File: src/rtl/wavhp_pkg.sv
// ----------------------------------------------------------------------------
// wavhp_pkg
// types and constants shared by the wav header parser modules
// ----------------------------------------------------------------------------
`default_nettype none

package wavhp_pkg;

  localparam logic [31:0] TAG_WAVE      = 32'h4556_4157;
  localparam logic [31:0] TAG_FMT       = 32'h2074_6D66;
  localparam logic [31:0] TAG_DATA      = 32'h6174_6164;
  localparam logic [31:0] FMT_BASE_SIZE = 32'd16;
  localparam int unsigned DEPTH_ALIGN_BITS = 3;

  typedef enum logic [2:0] {
    ST_OK        = 3'd0,
    ST_NOT_WAVE  = 3'd1,
    ST_BAD_DEPTH = 3'd2,
    ST_NO_FMT    = 3'd3,
    ST_NO_DATA   = 3'd4
  } status_e;

  typedef enum logic [13:0] {
    PH_IDLE    = 14'b00000000000001,
    PH_HEADER  = 14'b00000000000010,
    PH_WAVE    = 14'b00000000000100,
    PH_ID1     = 14'b00000000001000,
    PH_SIZE1   = 14'b00000000010000,
    PH_SKIP1   = 14'b00000000100000,
    PH_FMTSIZE = 14'b00000001000000,
    PH_FMTBODY = 14'b00000010000000,
    PH_EXT     = 14'b00000100000000,
    PH_ID2     = 14'b00001000000000,
    PH_SIZE2   = 14'b00010000000000,
    PH_SKIP2   = 14'b00100000000000,
    PH_DLEN    = 14'b01000000000000,
    PH_DONE    = 14'b10000000000000
  } phase_e;

  typedef struct packed {
    logic [7:0] data_byte;
    logic       first_byte;
    logic       last_byte;
  } wavhp_in_t;

  typedef struct packed {
    status_e     status;
    logic [15:0] channels;
    logic [31:0] sample_rate;
    logic [15:0] bits_per_sample;
    logic [31:0] data_length;
    logic [31:0] data_offset;
  } wavhp_out_t;

  typedef struct packed {
    logic       valid;
    wavhp_out_t data;
  } wavhp_res_t;

endpackage

`default_nettype wire

File: src/rtl/wavhp_stream_if.sv
// ----------------------------------------------------------------------------
// wavhp_stream_if
// valid/ready stream carrying one payload per beat
// ----------------------------------------------------------------------------
`default_nettype none

interface wavhp_stream_if #(
  parameter type payload_t = logic [7:0]
);
  logic     valid;
  logic     ready;
  payload_t payload;

  modport source (output valid, output payload, input ready);
  modport sink   (input valid, input payload, output ready);
endinterface

`default_nettype wire

File: src/rtl/wavhp_parser.sv
// ----------------------------------------------------------------------------
// wavhp_parser
// parse state and per-byte next-state logic; flags a result on the beat
// that completes or aborts the parse
// ----------------------------------------------------------------------------
`default_nettype none

module wavhp_parser
  import wavhp_pkg::*;
(
  input  wire        clk_i,
  input  wire        rst_ni,
  input  wire        fire_i,
  input  wire wavhp_in_t beat_i,
  output wavhp_res_t res_o
);

  phase_e      phase_q, phase_d, phase_c;
  logic [1:0]  idx_q, idx_d, idx_c;
  logic [31:0] asm_q, asm_d, asm_c, asm_tk;
  logic [31:0] skip_q, skip_d, skip_c;
  logic [31:0] pos_q, pos_d, pos_c, off_c;
  logic [31:0] fsz_q, fsz_d, fsz_c;
  logic [15:0] ch_q, ch_d, ch_c;
  logic [31:0] rate_q, rate_d, rate_c;
  logic [15:0] dep_q, dep_d, dep_c;
  logic        active, tk_done, emit;
  logic [3:0]  ofs;
  logic [7:0]  b;
  status_e     err_st;

  always_comb begin
    b = beat_i.data_byte;
    if (beat_i.first_byte) begin
      phase_c = PH_HEADER;
      idx_c   = '0;
      asm_c   = '0;
      skip_c  = '0;
      pos_c   = '0;
      off_c   = 32'd1;
      fsz_c   = '0;
      ch_c    = '0;
      rate_c  = '0;
      dep_c   = '0;
    end else begin
      phase_c = phase_q;
      idx_c   = idx_q;
      asm_c   = asm_q;
      skip_c  = skip_q;
      pos_c   = pos_q + 32'd1;
      off_c   = pos_q + 32'd2;
      fsz_c   = fsz_q;
      ch_c    = ch_q;
      rate_c  = rate_q;
      dep_c   = dep_q;
    end
    active  = beat_i.first_byte || !(phase_q == PH_IDLE || phase_q == PH_DONE);
    asm_tk  = {b, asm_c[31:8]};
    tk_done = (idx_c == 2'd3);
    ofs     = skip_c[3:0];

    phase_d = phase_q;
    idx_d   = idx_q;
    asm_d   = asm_q;
    skip_d  = skip_q;
    pos_d   = pos_q;
    fsz_d   = fsz_q;
    ch_d    = ch_q;
    rate_d  = rate_q;
    dep_d   = dep_q;
    emit    = 1'b0;
    res_o   = '0;
    err_st  = ST_NO_DATA;

    if (fire_i && active) begin
      phase_d = phase_c;
      idx_d   = idx_c;
      asm_d   = asm_c;
      skip_d  = skip_c;
      pos_d   = pos_c;
      fsz_d   = fsz_c;
      ch_d    = ch_c;
      rate_d  = rate_c;
      dep_d   = dep_c;

      unique case (phase_c) inside
        PH_HEADER: begin
          if (pos_c == 32'd7) phase_d = PH_WAVE;
        end
        PH_WAVE: begin
          asm_d = asm_tk;
          idx_d = idx_c + 2'd1;
          if (tk_done) begin
            if (asm_tk != TAG_WAVE) begin
              emit              = 1'b1;
              res_o.data.status = ST_NOT_WAVE;
              phase_d           = PH_DONE;
            end else begin
              phase_d = PH_ID1;
            end
          end
        end
        PH_ID1, PH_ID2: begin
          asm_d = asm_tk;
          idx_d = idx_c + 2'd1;
          if (tk_done) begin
            if (phase_c == PH_ID1) phase_d = (asm_tk == TAG_FMT) ? PH_FMTSIZE : PH_SIZE1;
            else phase_d = (asm_tk == TAG_DATA) ? PH_DLEN : PH_SIZE2;
          end
        end
        PH_SIZE1, PH_SIZE2: begin
          asm_d = asm_tk;
          idx_d = idx_c + 2'd1;
          if (tk_done) begin
            skip_d = asm_tk;
            if (asm_tk != '0) phase_d = (phase_c == PH_SIZE1) ? PH_SKIP1 : PH_SKIP2;
            else phase_d = (phase_c == PH_SIZE1) ? PH_ID1 : PH_ID2;
          end
        end
        PH_SKIP1, PH_SKIP2, PH_EXT: begin
          skip_d = skip_c - 32'd1;
          if (skip_d == '0) phase_d = (phase_c == PH_SKIP1) ? PH_ID1 : PH_ID2;
        end
        PH_FMTSIZE: begin
          asm_d = asm_tk;
          idx_d = idx_c + 2'd1;
          if (tk_done) begin
            fsz_d   = asm_tk;
            skip_d  = '0;
            phase_d = PH_FMTBODY;
          end
        end
        PH_FMTBODY: begin
          case (ofs)
            4'd2:    ch_d = {8'h00, b};
            4'd3:    ch_d[15:8] = b;
            4'd4:    rate_d[7:0] = b;
            4'd5:    rate_d[15:8] = b;
            4'd6:    rate_d[23:16] = b;
            4'd7:    rate_d[31:24] = b;
            4'd14:   dep_d = {8'h00, b};
            4'd15:   dep_d[15:8] = b;
            default: ;
          endcase
          skip_d = {28'h0, ofs} + 32'd1;
          if (ofs == 4'd15) begin
            if (dep_c[DEPTH_ALIGN_BITS-1:0] != '0) begin
              emit              = 1'b1;
              res_o.data.status = ST_BAD_DEPTH;
              phase_d           = PH_DONE;
            end else if (fsz_c > FMT_BASE_SIZE) begin
              skip_d  = fsz_c - FMT_BASE_SIZE;
              phase_d = PH_EXT;
            end else begin
              skip_d  = '0;
              phase_d = PH_ID2;
            end
          end
        end
        PH_DLEN: begin
          asm_d = asm_tk;
          idx_d = idx_c + 2'd1;
          if (tk_done) begin
            emit                       = 1'b1;
            res_o.data.status          = ST_OK;
            res_o.data.channels        = ch_c;
            res_o.data.sample_rate     = rate_c;
            res_o.data.bits_per_sample = dep_c;
            res_o.data.data_length     = asm_tk;
            res_o.data.data_offset     = off_c;
            phase_d                    = PH_DONE;
          end
        end
        default: ;
      endcase

      // end of file with the parse still open
      if (!emit && beat_i.last_byte && phase_d != PH_DONE) begin
        case (phase_d) inside
          PH_HEADER, PH_WAVE:                             err_st = ST_NOT_WAVE;
          PH_ID1, PH_SIZE1, PH_SKIP1, PH_FMTSIZE, PH_FMTBODY: err_st = ST_NO_FMT;
          default:                                        err_st = ST_NO_DATA;
        endcase
        emit              = 1'b1;
        res_o.data        = '0;
        res_o.data.status = err_st;
        phase_d           = PH_DONE;
      end
    end
    res_o.valid = emit;
  end

  always_ff @(posedge clk_i or negedge rst_ni) begin
    if (!rst_ni) begin
      phase_q <= PH_IDLE;
      idx_q   <= '0;
      asm_q   <= '0;
      skip_q  <= '0;
      pos_q   <= '0;
      fsz_q   <= '0;
      ch_q    <= '0;
      rate_q  <= '0;
      dep_q   <= '0;
    end else begin
      phase_q <= phase_d;
      idx_q   <= idx_d;
      asm_q   <= asm_d;
      skip_q  <= skip_d;
      pos_q   <= pos_d;
      fsz_q   <= fsz_d;
      ch_q    <= ch_d;
      rate_q  <= rate_d;
      dep_q   <= dep_d;
    end
  end

endmodule

`default_nettype wire

File: src/rtl/wav_header_parser.sv
// ----------------------------------------------------------------------------
// wav_header_parser
// byte-stream RIFF/WAVE header parser with registered result output
// ----------------------------------------------------------------------------
// Feed the file one byte per beat from its start, marking the first byte with
// first_byte (which restarts the parse at any time) and the final byte with
// last_byte. The block takes one byte each cycle that ready is high; the
// result for a byte appears on the output in the cycle after that byte is
// taken. Each byte costs a single pass through the parse state update, so
// throughput is one byte per cycle, and input ready drops only while the
// result register holds a beat that the output side has not yet taken. At most
// one result comes per file: the fmt fields with data length and offset, or an
// error status with all other fields zero. Bytes after the result, up to the
// next first_byte, are taken and dropped.
`default_nettype none

module wav_header_parser
  import wavhp_pkg::*;
(
  input  wire                    clk_i,
  input  wire                    rst_ni,
  wavhp_stream_if.sink           in_i,
  wavhp_stream_if.source         out_o
);

  wavhp_res_t res;
  wavhp_out_t out_data_q, out_data_d;
  logic       out_vld_q, out_vld_d;
  logic       in_fire;

  assign in_i.ready = !out_vld_q || out_o.ready;
  assign in_fire    = in_i.valid && in_i.ready;

  wavhp_parser u_parser (
    .clk_i  (clk_i),
    .rst_ni (rst_ni),
    .fire_i (in_fire),
    .beat_i (in_i.payload),
    .res_o  (res)
  );

  always_comb begin
    out_vld_d  = out_vld_q;
    out_data_d = out_data_q;
    if (in_fire && res.valid) begin
      out_vld_d  = 1'b1;
      out_data_d = res.data;
    end else if (out_o.ready) begin
      out_vld_d = 1'b0;
    end
  end

  always_ff @(posedge clk_i or negedge rst_ni) begin
    if (!rst_ni) begin
      out_vld_q <= 1'b0;
    end else begin
      out_vld_q <= out_vld_d;
    end
  end

  always_ff @(posedge clk_i) begin
    out_data_q <= out_data_d;
  end

  assign out_o.valid   = out_vld_q;
  assign out_o.payload = out_data_q;

`ifndef SYNTH
  a_rise_needs_beat : assert property (@(posedge clk_i) disable iff (!rst_ni)
    $rose(out_vld_q) |-> $past(in_fire))
    else $error("result appeared without an input beat");

  a_error_zeroes : assert property (@(posedge clk_i) disable iff (!rst_ni)
    (out_vld_q && out_data_q.status != ST_OK) |->
      (out_data_q.channels == '0 && out_data_q.sample_rate == '0 &&
       out_data_q.bits_per_sample == '0 && out_data_q.data_length == '0 &&
       out_data_q.data_offset == '0))
    else $error("error result carries nonzero fields");

  a_ok_depth_aligned : assert property (@(posedge clk_i) disable iff (!rst_ni)
    (out_vld_q && out_data_q.status == ST_OK) |->
      (out_data_q.bits_per_sample[DEPTH_ALIGN_BITS-1:0] == '0))
    else $error("ok result with unaligned bit depth");
`endif

endmodule

`default_nettype wire

File: src/flat_wrapper.sv
// flat-port wrapper written by rule: the top's interface ports become plain ports
module wav_header_parser_flat import wavhp_pkg::*;
  (clk_i, rst_ni, in_i_valid, in_i_payload, in_i_ready, out_o_valid, out_o_payload, out_o_ready);
  wavhp_stream_if #(.payload_t(wavhp_in_t)) in_i_i ();
  wavhp_stream_if #(.payload_t(wavhp_out_t)) out_o_i ();
  input  wire clk_i;
  input  wire rst_ni;
  input wire logic [$bits(in_i_i.valid)-1:0] in_i_valid;
  input wire logic [$bits(in_i_i.payload)-1:0] in_i_payload;
  output wire logic [$bits(in_i_i.ready)-1:0] in_i_ready;
  output wire logic [$bits(out_o_i.valid)-1:0] out_o_valid;
  output wire logic [$bits(out_o_i.payload)-1:0] out_o_payload;
  input wire logic [$bits(out_o_i.ready)-1:0] out_o_ready;
  assign in_i_i.valid = in_i_valid;
  assign in_i_i.payload = in_i_payload;
  assign in_i_ready = in_i_i.ready;
  assign out_o_valid = out_o_i.valid;
  assign out_o_payload = out_o_i.payload;
  assign out_o_i.ready = out_o_ready;
  wav_header_parser u_core (.clk_i(clk_i), .rst_ni(rst_ni), .in_i(in_i_i), .out_o(out_o_i));
endmodule
File: config.mk
export PLATFORM = sky130hd
export DESIGN_NAME = wav_header_parser_flat
export DESIGN_NICKNAME = d
export VERILOG_FILES = /design/src/rtl/wavhp_pkg.sv /design/src/rtl/wavhp_stream_if.sv /design/src/rtl/wavhp_parser.sv /design/src/rtl/wav_header_parser.sv /design/src/flat_wrapper.sv
export SDC_FILE = /design/constraint.sdc
export NUM_CORES = 1
export LEC_CHECK = 0
export BUFFER_PORTS_ARGS = -buffer_cell sky130_fd_sc_hd__buf_2
export CAP_MARGIN = 10
export CORE_MARGIN = 3
export CORE_UTILIZATION = 38
export CTS_CLUSTER_SIZE = 40
export DETAILED_ROUTE_END_ITERATION = 8
export SYNTH_ARGS = -nofsm -noshare
export SYNTH_HDL_FRONTEND = slang
export SYNTH_HIERARCHICAL = 1
export SYNTH_SLANG_ARGS = --single-unit
File: constraint.sdc
create_clock -name clk_i -period 17 [get_ports clk_i]
set_input_delay 1.7 -clock clk_i [delete_from_list [all_inputs] [get_ports clk_i]]
set_output_delay 1.7 -clock clk_i [all_outputs]
set_load 0.01 [all_outputs]
# --- After elaboration in Yosys (flattened, before gate mapping) ---
# Index checks and enable logic that the tools add are counted.
# Widths: inputs -> output; s select.
word_totals:
  regBits: 332
  output_inout_bits: 133
  word_cells: 158
  input_bits: 14
classes:
  bitwise: 3
  n_mux: 73
  add_sub_neg: 6
  reduce_logical: 23
  magnitude_cmp: 1
  eq_ne: 35
op_table:
  columns: ["op", "count"]
  rows:
  - ["$mux 32", 15]
  - ["$mux 128", 2]
  - ["$mux 14", 13]
  - ["$mux 131", 1]
  - ["$pmux 32 s4", 1]
  - ["$pmux 14 s8", 1]
  - ["$mux 16", 4]
  - ["$mux 8", 6]
  - ["$add 32x1->32 const B", 1]
  - ["$add 32x2->32 const B", 1]
  - ["$eq 32x3->1 const B", 1]
  - ["$eq 32x30->1 const B", 1]
  - ["$eq 32x31->1 const B", 1]
  - ["$gt 32x5->1 const B", 1]
  - ["$logic_not 32->1", 1]
  - ["$ne 32x31->1 const B", 1]
  - ["$pmux 8 s2", 2]
  - ["$reduce_bool 32->1", 1]
  - ["$sub 32x1->32 const B", 1]
  - ["$sub 32x5->32 const B", 1]
  - ["$mux 10", 3]
  - ["$eq 14x2->1 const B", 2]
  - ["$eq 14x3->1 const B", 2]
  - ["$eq 14x4->1 const B", 2]
  - ["other kinds (37)", 76]

# --- Longest topological paths before layout ---
# Gate-level depths: netlist of the first run.
logic_depth:
  word_depth: 13
  mapped_depth: 24
  mapped_depth_nobuf: 17

# --- Modules after synthesis ---
# The synthesis of the first run kept the hierarchy.
by_module_without_submodules:
  columns: ["mod", "cells_each", "n_inst", "seq_area_each_um2", "area_per_inst_um2"]
  rows:
  - ["wavhp_parser", 1768, 1, 5006.1, 14343.8]
  - ["wav_header_parser", 137, 1, 3958.8, 4002.6]

# --- Least setup slack after synthesis of the first run ---
# OpenSTA, ideal clock, no wires.
synth_path:
  path_type: "input port to flip-flop"
  startpoint: "input port in_i_payload[1]"
  endpoint: "register u_core.out_data_q (netlist bit u_core/out_o.payload[0]), enable pin"
  t_required_ns: 16.553
  path_stages: 23
  path_slack_ns: 8.895
  n_path_buf: 10
  arrival_time_ns: 7.658
  setup_ns: 0.447
  path_cell_list: "clkbuf_1 -> clkbuf_1 -> buf_1 -> clkbuf_1 -> clkbuf_1 -> clkbuf_1 -> clkbuf_1 -> clkbuf_1 -> nor2b_1 -> ha_1 -> buf_2 -> o21ai_0 -> nor2_1 -> and2_0 -> o21ai_0 -> and2_1 -> a21boi_0 -> or2_2 -> o31ai_4 -> a21oi_1 -> buf_4 -> nand2_1 -> nor2b_4"
synth_between:
  elab_chain_len: 12
  elab_cells_between_ends: 69
  classes_between: "add/sub (1); order compare (1); eq/ne (19); mux (36); reduce/logical (12)"
synth_lines:
  columns: ["element", "line", "text"]
  rows:
  - ["start, declared", "flat_wrapper.sv:9", "input wire logic [$bits(in_i_i.payload)-1:0] in_i_payload;"]
  - ["branches (longest 10 deep; another with $sub 32x1->32)", null, null]
  - ["$mux 1 (*)", "wavhp_parser.sv:75", "if (fire_i && active) begin"]
  - ["via u_core.u_parser.emit", "wavhp_parser.sv:27", "logic active, tk_done, emit;"]
  - ["$logic_and 1x1->1 (*)", "wav_header_parser.sv:45", "if (in_fire && res.valid) begin"]
  - ["end signal, assigned", "wav_header_parser.sv:62", "out_data_q <= out_data_d;"]
  - ["end, declared", "wav_header_parser.sv:27", "wavhp_out_t out_data_q, out_data_d;"]
# Mark *: on every way through the listed nets, which the timed path passes. The select of a mux whose other input is x is not followed.
# A chain may end at the register's enable or synchronous reset.

==> Implementation_results.wiki, run 1 <==
{| class="wikitable"
! Metric !! Value
|-
| Least setup slack across all paths after layout || between 8 and 9 ns
|-
| Dominant synthesized flop cell || dfrtp_1
|-
| Largest buffer count on any clock path || 3
|-
| Placement Rows || 79
|-
| Launch point of the critical path || in_i_payload[1]
|-
| Clock tree from TritonCTS || yes
|-
| Finish-stage setup viols || 0
|-
| Final routed DRC violation total || 0
|-
| Count of routing violations after the opening detailed-route iteration || ~1700
|-
| Share of layout cells above drive strength 1 || between 10% and 20%
|-
| Vias in the first global route || about 15000
|-
| Portion of the post-synthesis area used by sequential elements || 48.9%
|-
| Final Util || between 40% and 50%
|-
| GP Congestion || roughly 0.98
|-
| Number of warnings reported in the yosys synthesis log || 6
|-
| Clock insertion delay at the later pin of the skew report || ~0.56 ns
|-
| Count of input and output buffers || 146
|-
| Post-route fraction of the period consumed by the critical path || roughly 48%
|-
| Switching part of the total || around 33%
|-
| Syn Nets || 1930
|-
| Library cells used by synthesis || roughly 100
|-
| Count of vias placed by the detailed router || 16006
|-
| Number of buffers created by CTS || 37
|-
| Critical Path Source Type || input pin
|-
| Number of violations of the max-capacitance limit || 0
|-
| Relative contribution of sequential cells to total power || between 40% and 50%
|-
| Pre-CTS setup slack || about 8.3 ns
|-
| Number of hold buffers added after cts || 0
|-
| Grt total ovfl || 0
|-
| Count of boundary I/O pins || roughly 150
|-
| Post-synth EDFFs || between 100 and 150
|-
| WS Path Type || input pin to flip-flop
|-
| Per-cell via count in the routed design || between 6 and 7
|-
| Post-CTS repair timing setup buffer count || 0
|-
| Tightest Pin Transition || approximately 1.3 ns
|-
| Synthesized cell area || roughly 18000 sq um
|-
| Cell internal power dissipation || 1.49 mW
|-
| Minimum clock period after layout || between 8 and 9 ns
|-
| Crit path required time || between 15 and 20 ns
|-
| Critical path endpoint category || flip-flop
|-
| Total instance count after detailed placement || between 2000 and 3000
|-
| Nets || between 1500 and 2000
|-
| H-tree Lvls || 2
|-
| Final total negative setup slack || 0 ns
|-
| Arrival time of the worst setup path || about 8.4 ns
|-
| Routed WL per cell || 23.1 um
|-
| Hold Path Origin || u_core/u_parser/rate_q[16]$_DFFE_PN0P_
|-
| Final Non-Filler Cells || around 2600
|-
| Overall die area || 51000 sq um
|-
| Startpoint of the worst register-to-register path || u_core/u_parser/skip_q[1]$_DFFE_PN0P_
|-
| Clock power share || around 36%
|-
| Die H || roughly 230 um
|-
| Combinational group share of total power || between 10% and 20%
|-
| Static leakage power || roughly 8.3 nW
|-
| Clk sinks || 332
|-
| Area inside the core boundary || between 40000 and 50000 sq um
|-
| Area Overhead vs Synth || 12.3%
|-
| Areal power density over the cells || between 100 and 150 nW/um^2
|-
| Worst min-delay path category || flip-flop to flip-flop
|-
| Net switching power of the design || 729 uW
|-
| Antenna Nets Post-Route || 0
|-
| Yosys reg bits || 332
|-
| Layout Skew || around 0.025 ns
|-
| Largest driver fanout on the critical path || 81
|-
| Horizontal extent of the die || about 230 um
|-
| Wire length of the first global-routing pass || around 92 mm
|-
| Total iterations of the first detailed-routing run || 5
|-
| Asr flop ratio synth || 60.5%
|-
| Worst-path clk slew || approximately 0.060 ns
|-
| Routed wire length || 60.0 mm
|-
| Maximum number of pins on one net before global-route repair || 96
|-
| Status || finished, final reports clean
|-
| Post-CTS Resized || 0
|-
| Total routing usage reported by global routing || a little under a quarter
|-
| Per-instance average area after synthesis || between 9 and 10 sq um
|-
| Worst vdd ir || just under 0.06 mV
|-
| Dpl hpwl || 39.9 mm
|-
| Clock tree root driver cell || clkbuf_16
|-
| Maximum achievable frequency || ~0.12 GHz
|-
| Worst max-slew margin expressed relative to the limit || ~14%
|-
| Max-slew violations || 0
|-
| Antenna violations before repair || 0
|-
| Setup repair after global routing missed its margin || no
|-
| Gate count after technology mapping || roughly 1900
|-
| Antenna diode count || 0
|-
| Initial core utilization || ~39%
|-
| Endpoints failing hold || 0
|}
-- power groups by stage --
| stage | combinational [mW] | clock, mW | sequential (mW) |
|---|---|---|---|
| 4_1_cts | 0.419 | 0.806 | 0.998 |
| 5_1_grt | 0.470 | 0.839 | 1.01 |
| 3_5_place_dp | 0.417 | 0 | 1.01 |
| 6_report | 0.425 | 0.788 | 1.00 |
| 2_1_floorplan | 0.371 | 0 | 0.930 |
| 3_3_place_gp | 0.413 | 0 | 1.01 |
-- per-layer routing --
layer / global-route usage, % / share of wire [%] / up-vias / routed length, um
met5: 0 / 0 / - / 0
met4: 8.00 / 3.3 / 0 / 2000
met3: 4.84 / 8.3 / 110 / 4980
met2: 33.6 / 44 / 731 / 26100
met1: 34.1 / 45 / 7955 / 26900
li1: - / - / 7210 / -
-- worst max-delay path: stages --
cell,delay (ns)
buf_4,0.29
inv_2,0.28
buf_4,0.37
nand2_1,0.24
ha_1,0.84
inv_1,0.33
or4_1,0.64
nor3_1,0.24
nor4bb_1,0.11
nand4_1,0.20
nor4_4,0.08
a21oi_2,0.39
nor3b_1,0.11
o211ai_1,0.37
o31ai_4,0.15
a21oi_1,0.22
nand2_1,0.13
nor2b_4,0.12
buf_4,0.54
buf_4,0.89
-- through the flow --
stage          total power [mW]  hold WS [ns]  instance area [sq um]
3_5_place_dp               1.43         0.481                  19400
4_1_cts                    2.22         0.501                  20600
6_report                   2.22         0.493                  20600
5_1_grt                    2.32         0.506                  20600
3_3_place_gp               1.42         0.480                  19400
2_1_floorplan              1.30         0.458                  18300
-- cells in the mapped netlist (all sizes together), types with 16 or more instances --
master    n  area, sq um
xnor2    37          324
nor3     68          362
nor2    142          536
and3     18          113
a221oi   16          146
and2    111          697
clkbuf  133          499
nand2   197          742
a21oi    72          364
buf      27          141
nand3    44          225
inv      18         67.6
nor2b    17          114
o21ai   160          805
dfrtp   200         5000
a22o     95          832
a22oi    41          308
o31ai    17          160
xor2     30          263
edfxtp  131         3930
nand4    49          355
nor4     55          423
-- sequential cells by signal, summed over array words and instances, names as in the netlist --
signal	cells
u_core/u_parser/idx_q	2
u_core/u_parser/pos_q	32
u_core/out_o.payload	131
u_core/out_o.valid	1
u_core/u_parser/asm_q	24
u_core/u_parser/rate_q	32
u_core/u_parser/skip_q	32
u_core/u_parser/phase_q	14
u_core/u_parser/dep_q	16
u_core/u_parser/ch_q	16
u_core/u_parser/fsz_q	32
-- area by class of cell --
| class | instances | area [sq um] |
|---|---|---|
| Clock buffer | 51 | 1010 |
| Clock inverter | 17 | 168 |
| Fill cell | 4493 | 26600 |
| Inverter | 18 | 67.6 |
| Multi-Input combinational cell | 1395 | 8700 |
| Sequential cell | 332 | 8960 |
| Tap cell | 607 | 759 |
| Timing Repair Buffer | 171 | 930 |
-- placed cells by master (no fill, tap or decap), drive strengths merged, types with 17 or more instances in the layout --
| master | count |
|---|---|
| a22oi | 41 |
| o21ai | 160 |
| xor2 | 30 |
| and2 | 111 |
| clkbuf | 52 |
| nand2 | 197 |
| nor2b | 17 |
| a21oi | 72 |
| nand3 | 44 |
| buf | 170 |
| xnor2 | 37 |
| edfxtp | 131 |
| dfrtp | 200 |
| nor2 | 142 |
| and3 | 18 |
| a22o | 95 |
| nand4 | 49 |
| o31ai | 17 |
| nor4 | 55 |
| nor3 | 68 |
| inv | 20 |
-- cell families (layout without fill, tap and decap cells) --
| group | Yosys count | after routing | share of synthesized area [%] |
|---|---|---|---|
| buf+inv | 178 | 257 | 3.86 |
| mux | 7 | 7 | 0.416 |
| xor+xnor | 67 | 67 | 3.20 |
| flops | 332 | 332 | 48.9 |
| simple gates | 790 | 790 | 23.2 |
| compound gates | 520 | 520 | 19.7 |
| fa+ha+maj | 11 | 11 | 0.750 |
-- path summary, 6_finish.rpt --
check,end,slack (ns),depth (start not counted)
worst max-delay path,u_core/out_o.payload[123]$_DFFE_PP_,8.77,20
worst min-delay path,u_core/u_parser/rate_q[16]$_DFFE_PN0P_,0.49,1
worst max register to register,u_core/out_o.payload[123]$_DFFE_PP_,10.47,17
worst min register to register,u_core/u_parser/rate_q[16]$_DFFE_PN0P_,0.49,1
max in group asynchronous,u_core/u_parser/asm_q[9]$_DFFE_PN0P_,13.55,3
min in group asynchronous,u_core/u_parser/phase_q[7]$_DFFE_PN0P_,1.16,1
Note: power is estimated with default switching activity, not from simulation.
==> run 2: changes to the inputs <==
--- a/config.mk
+++ b/config.mk
@@ -5,6 +5,7 @@
 export SDC_FILE = /design/constraint.sdc
 export NUM_CORES = 1
 export LEC_CHECK = 0
+export ABC_AREA = 1
 export BUFFER_PORTS_ARGS = -buffer_cell sky130_fd_sc_hd__buf_2
 export CAP_MARGIN = 10
 export CORE_MARGIN = 3
==> constraint.sdc (replaced) <==
create_clock -name clk_i -period 7.7 [get_ports clk_i]
set_input_delay 0.77 -clock clk_i [delete_from_list [all_inputs] [get_ports clk_i]]
set_output_delay 0.77 -clock clk_i [all_outputs]
set_load 0.01 [all_outputs]
==> run 2 against run 1 <==
  * Routed wire length is 16% higher
  * Sequential share of layout area is 4.5 points lower
  * Final area is 11% higher
  * First-iteration DRC count increased by 30%
==> Implementation_results.wiki, run 2 <==
{| class="wikitable"
! Metric !! Value
|-
| Status || finished, final reports clean (unchanged)
|-
| Per-instance average area after synthesis || 7.42 sq um (was 9.63 sq um)
|-
| Clock insertion delay at the later pin of the skew report || 0.56 ns (about the same)
|-
| H-tree Lvls || 2 (unchanged)
|-
| Largest driver fanout on the critical path || 107 (was 81)
|-
| CP top delay family || buffers and inverters (unchanged)
|-
| Dpl hpwl || 49.7 mm (was 39.9 mm)
|-
| Gate count after technology mapping || 2753 (was 1905)
|-
| Number of warnings reported in the yosys synthesis log || 6 (unchanged)
|-
| Static leakage power || 10.2 nW (was 8.27 nW)
|-
| Total routing usage reported by global routing || 23.9% (was 23.1%)
|-
| Horizontal extent of the die || 238 um (was 226 um)
|-
| Clock tree from TritonCTS || yes (unchanged)
|-
| Post-route fraction of the period consumed by the critical path || just over 70%
|-
| Dominant synthesized flop cell || dfrtp_1 (unchanged)
|-
| Grt total ovfl || 0 (unchanged)
|-
| Number of hold buffers added after cts || 0 (unchanged)
|-
| Most common library cell in the layout ignoring fill and taps || nand2_1 (was dfrtp_1)
|-
| Library cells used by synthesis || 58 (was 102)
|-
| Overall die area || 56600 sq um (was 51000 sq um)
|-
| Number of buffers created by CTS || 38 (was 37)
|-
| Worst vdd ir || 0.153 mV (was 0.0577 mV)
|-
| Setup repair after global routing missed its margin || no (unchanged)
|-
| Initial core utilization || 38.7% (was 38.9%)
|-
| Switching part of the total || 35.2% (was 32.9%)
|-
| Count of boundary I/O pins || 147 (unchanged)
|-
| Yosys reg bits || 332 (unchanged)
|-
| Tightest Pin Transition || 1.20 ns (was 1.28 ns)
|-
| Placement Rows || 84 (was 79)
|-
| Cell type with the largest total area after synthesis || dfrtp_1 (unchanged)
|-
| Cell types occupying the most area after synthesis || dfrtp_1, edfxtp_1, nand2_1 (was dfrtp_1, edfxtp_1, a22o_1)
|-
| Nets || 2861 (was 1980)
|-
| Clk sinks || 332 (unchanged)
|-
| Most numerous cell in the Yosys netlist || nand2_1 (was dfrtp_1)
|-
| Peak per-stage delay on the critical path || 0.91 ns (was 0.89 ns)
|-
| Asr flop ratio synth || 60.5% (unchanged)
|-
| Relative contribution of sequential cells to total power || 39.9% (was 45.2%)
|-
| Synth cell count leaders || nand2_1, nor2_1, inv_1 (was dfrtp_1, nand2_1, o21ai_0)
|-
| Antenna diode count || 0 (unchanged)
|-
| Worst reg2reg setup slack || 2.76 ns (was 10.47 ns)
|-
| Count of input and output buffers || 146 (unchanged)
|-
| Worst path bufs/invs || 8 (was 6)
|-
| Maximum achievable frequency || 0.179 GHz
|-
| Final routed DRC violation total || 0 (unchanged)
|-
| Die H || 238 um (was 226 um)
|-
| Count of vias placed by the detailed router || 19624 (was 16006)
|-
| Max-slew violations || 0 (unchanged)
|-
| Clock power share || 33.8% (was 35.6%)
|-
| Chain of cells forming the critical path || buf_4 > buf_4 > buf_4 > nor2_1 > ha_1 > clkinv_1 > buf_4 > nand3_1 > nand2_1 > inv_1 > nand2_1 > nor2_1 > nand3_1 > nor2_1 > nand2_2 > nand2_4 > a21oi_1 > inv_1 > nor2_4 > buf_12 (was buf_4 > inv_2 > buf_4 > nand2_1 > ha_1 > inv_1 > or4_1 > nor3_1 > nor4bb_1 > nand4_1 > nor4_4 > a21oi_2 > nor3b_1 > o211ai_1 > o31ai_4 > a21oi_1 > nand2_1 > nor2b_4 > buf_4 > buf_4)
|-
| Net switching power of the design || 1.86 mW (was 729 uW)
|-
| Minimum clock period after layout || approximately 5.6 ns
|-
| Layout Skew || 0.0222 ns (was 0.0253 ns)
|-
| Areal power density over the cells || 230 nW/um^2 (was 108 nW/um^2)
|-
| Portion of the post-synthesis area used by sequential elements || 43.9% (was 48.9%)
|-
| Routed wire length || 69.4 mm (was 60.0 mm)
|-
| Wire length of the first global-routing pass || 107 mm (was 91.6 mm)
|-
| Area Overhead vs Synth || 12.3% (about the same)
|-
| Worst-path clk slew || 0.06 ns (about the same)
|-
| Most frequent cells in the layout || nand2_1, nor2_1, inv_1, o21ai_0, dfrtp_1 (was dfrtp_1, nand2_1, o21ai_0, buf_2, nor2_1)
|-
| Clock tree root driver cell || clkbuf_16 (unchanged)
|-
| Count of routing violations after the opening detailed-route iteration || 2218 (was 1701)
|-
| Finish-stage setup viols || 0 (unchanged)
|-
| Endpoints failing hold || 0 (unchanged)
|-
| Post-CTS Resized || 0 (unchanged)
|-
| Number of violations of the max-capacitance limit || 0 (unchanged)
|-
| Arrival time of the worst setup path || 5.84 ns (was 8.40 ns)
|-
| Routed WL per cell || 19.5 um (was 23.1 um)
|-
| Cell internal power dissipation || 3.43 mW (was 1.49 mW)
|-
| Portion of synthesized cell area occupied by the leading cell type || 24.5% (was 27.3%)
|-
| Share of layout cells above drive strength 1 || 11.8% (was 14.3%)
|-
| Per-cell via count in the routed design || 5.52 (was 6.18)
|-
| Antenna violations before repair || 1 (was 0)
|-
| Largest buffer count on any clock path || 3 (unchanged)
|-
| Worst max-slew margin expressed relative to the limit || 19.5% (was 14.1%)
|-
| Highest-delay cell along the critical path || buf_4 (unchanged)
|-
| Post-CTS repair timing setup buffer count || 0 (unchanged)
|-
| WS Path Type || input pin to flip-flop (unchanged)
|-
| Antenna Nets Post-Route || 0 (unchanged)
|-
| Maximum number of pins on one net before global-route repair || 108 (was 96)
|-
| Worst min-delay path category || input pin to async pin (was flip-flop to flip-flop)
|-
| Final total negative setup slack || 0 ns (unchanged)
|-
| Area inside the core boundary || 52900 sq um (was 47100 sq um)
|-
| Hold slack final || 0.307 ns (was 0.493 ns)
|-
| Max FFs per register || 131 (unchanged)
|-
| Post-synth EDFFs || 131 (unchanged)
|-
| Most frequent CP cell || buf_4 (unchanged)
|-
| Vias in the first global route || 18419 (was 14904)
|-
| GP Congestion || 0.949 (was 0.982)
|-
| Crit path required time || 7.94 ns (was 17.17 ns)
|-
| Total iterations of the first detailed-routing run || 6 (was 5)
|-
| Combinational group share of total power || 26.3% (was 19.2%)
|-
| Critical path endpoint category || flip-flop (unchanged)
|-
| Critical Path Source Type || input pin (unchanged)
|-
| Syn Nets || 2778 (was 1930)
|-
| Synthesized cell area || 20400 sq um (was 18300 sq um)
|-
| Final Util || 43.4% (was 43.7%)
|}
-- run 2: cells by family (layout without fill, tap and decap cells) --
logic type	Yosys count	in the layout	share of synthesized area, %
compound gates	576	576	16.7
xor+xnor	34	34	1.46
fa+ha+maj	11	11	0.673
buf+inv	463	576	9.07
flops	332	332	43.9
simple gates	1337	1337	28.3
-- run 2: metrics by stage --
step | setup WS [ns] | instance area [sq um] | cells | power, mW
2_1_floorplan | 1.46 | 20400 | 2753 | 3.07
3_3_place_gp | 1.59 | 21700 | 3482 | 3.49
3_5_place_dp | 1.55 | 21700 | 3482 | 3.51
4_1_cts | 2.14 | 22900 | 3552 | 5.32
5_1_grt | 1.68 | 23000 | 3554 | 5.57
6_report | 2.10 | 23000 | 3554 | 5.29
-- run 2: power by group through the flow --
stage | combinational (mW) | clock (mW) | sequential (mW)
after floorplan | 0.931 | 0 | 2.14
after global placement | 1.36 | 0 | 2.14
after detailed placement | 1.37 | 0 | 2.14
after CTS | 1.38 | 1.83 | 2.11
after global routing | 1.54 | 1.90 | 2.13
final | 1.39 | 1.79 | 2.11
-- run 2: layout make-up --
class	instances	area, sq um
fillers	5415	29900
clock inverters	16	155
repair buffers	176	1020
clock buffers	54	1060
flip-flops and latches	332	8960
inverters	330	1250
multi-input cells	1958	9650
well taps	688	861
-- run 2: layer usage --
layer,routed length (um),global-route usage (%)
met3,4950,3.40
met5,0,0
met2,30900,37.4
met4,1830,6.88
met1,31700,34.7
-- run 2: worst register-to-register path, delay by kind of cell (launching register included) --
kind                       cells  cell delay, ns
and+or+nand+nor               17            3.03
adders and majority gates      1            0.21
AOI/OAI and AO/OA              2            0.43
DFF                            1            0.48
buffers and inverters          2            0.45
-- run 2: worst paths after layout --
path                                                   startpoint                                      to  cells after the start
setup reg to reg             u_core/u_parser/pos_q[0]$_DFFE_PN0P_       u_core/out_o.payload[3]$_DFFE_PP_                     22
min in group clk_i         u_core/u_parser/skip_q[29]$_DFFE_PN0P_  u_core/u_parser/skip_q[29]$_DFFE_PN0P_                      2
hold / removal                                             rst_ni  u_core/u_parser/phase_q[5]$_DFFE_PN0P_                      1
max in group asynchronous                                  rst_ni   u_core/u_parser/pos_q[15]$_DFFE_PN0P_                      2
setup / recovery                                  in_i_payload[1]       u_core/out_o.payload[3]$_DFFE_PP_                     20
hold reg to reg            u_core/u_parser/skip_q[29]$_DFFE_PN0P_  u_core/u_parser/skip_q[29]$_DFFE_PN0P_                      2
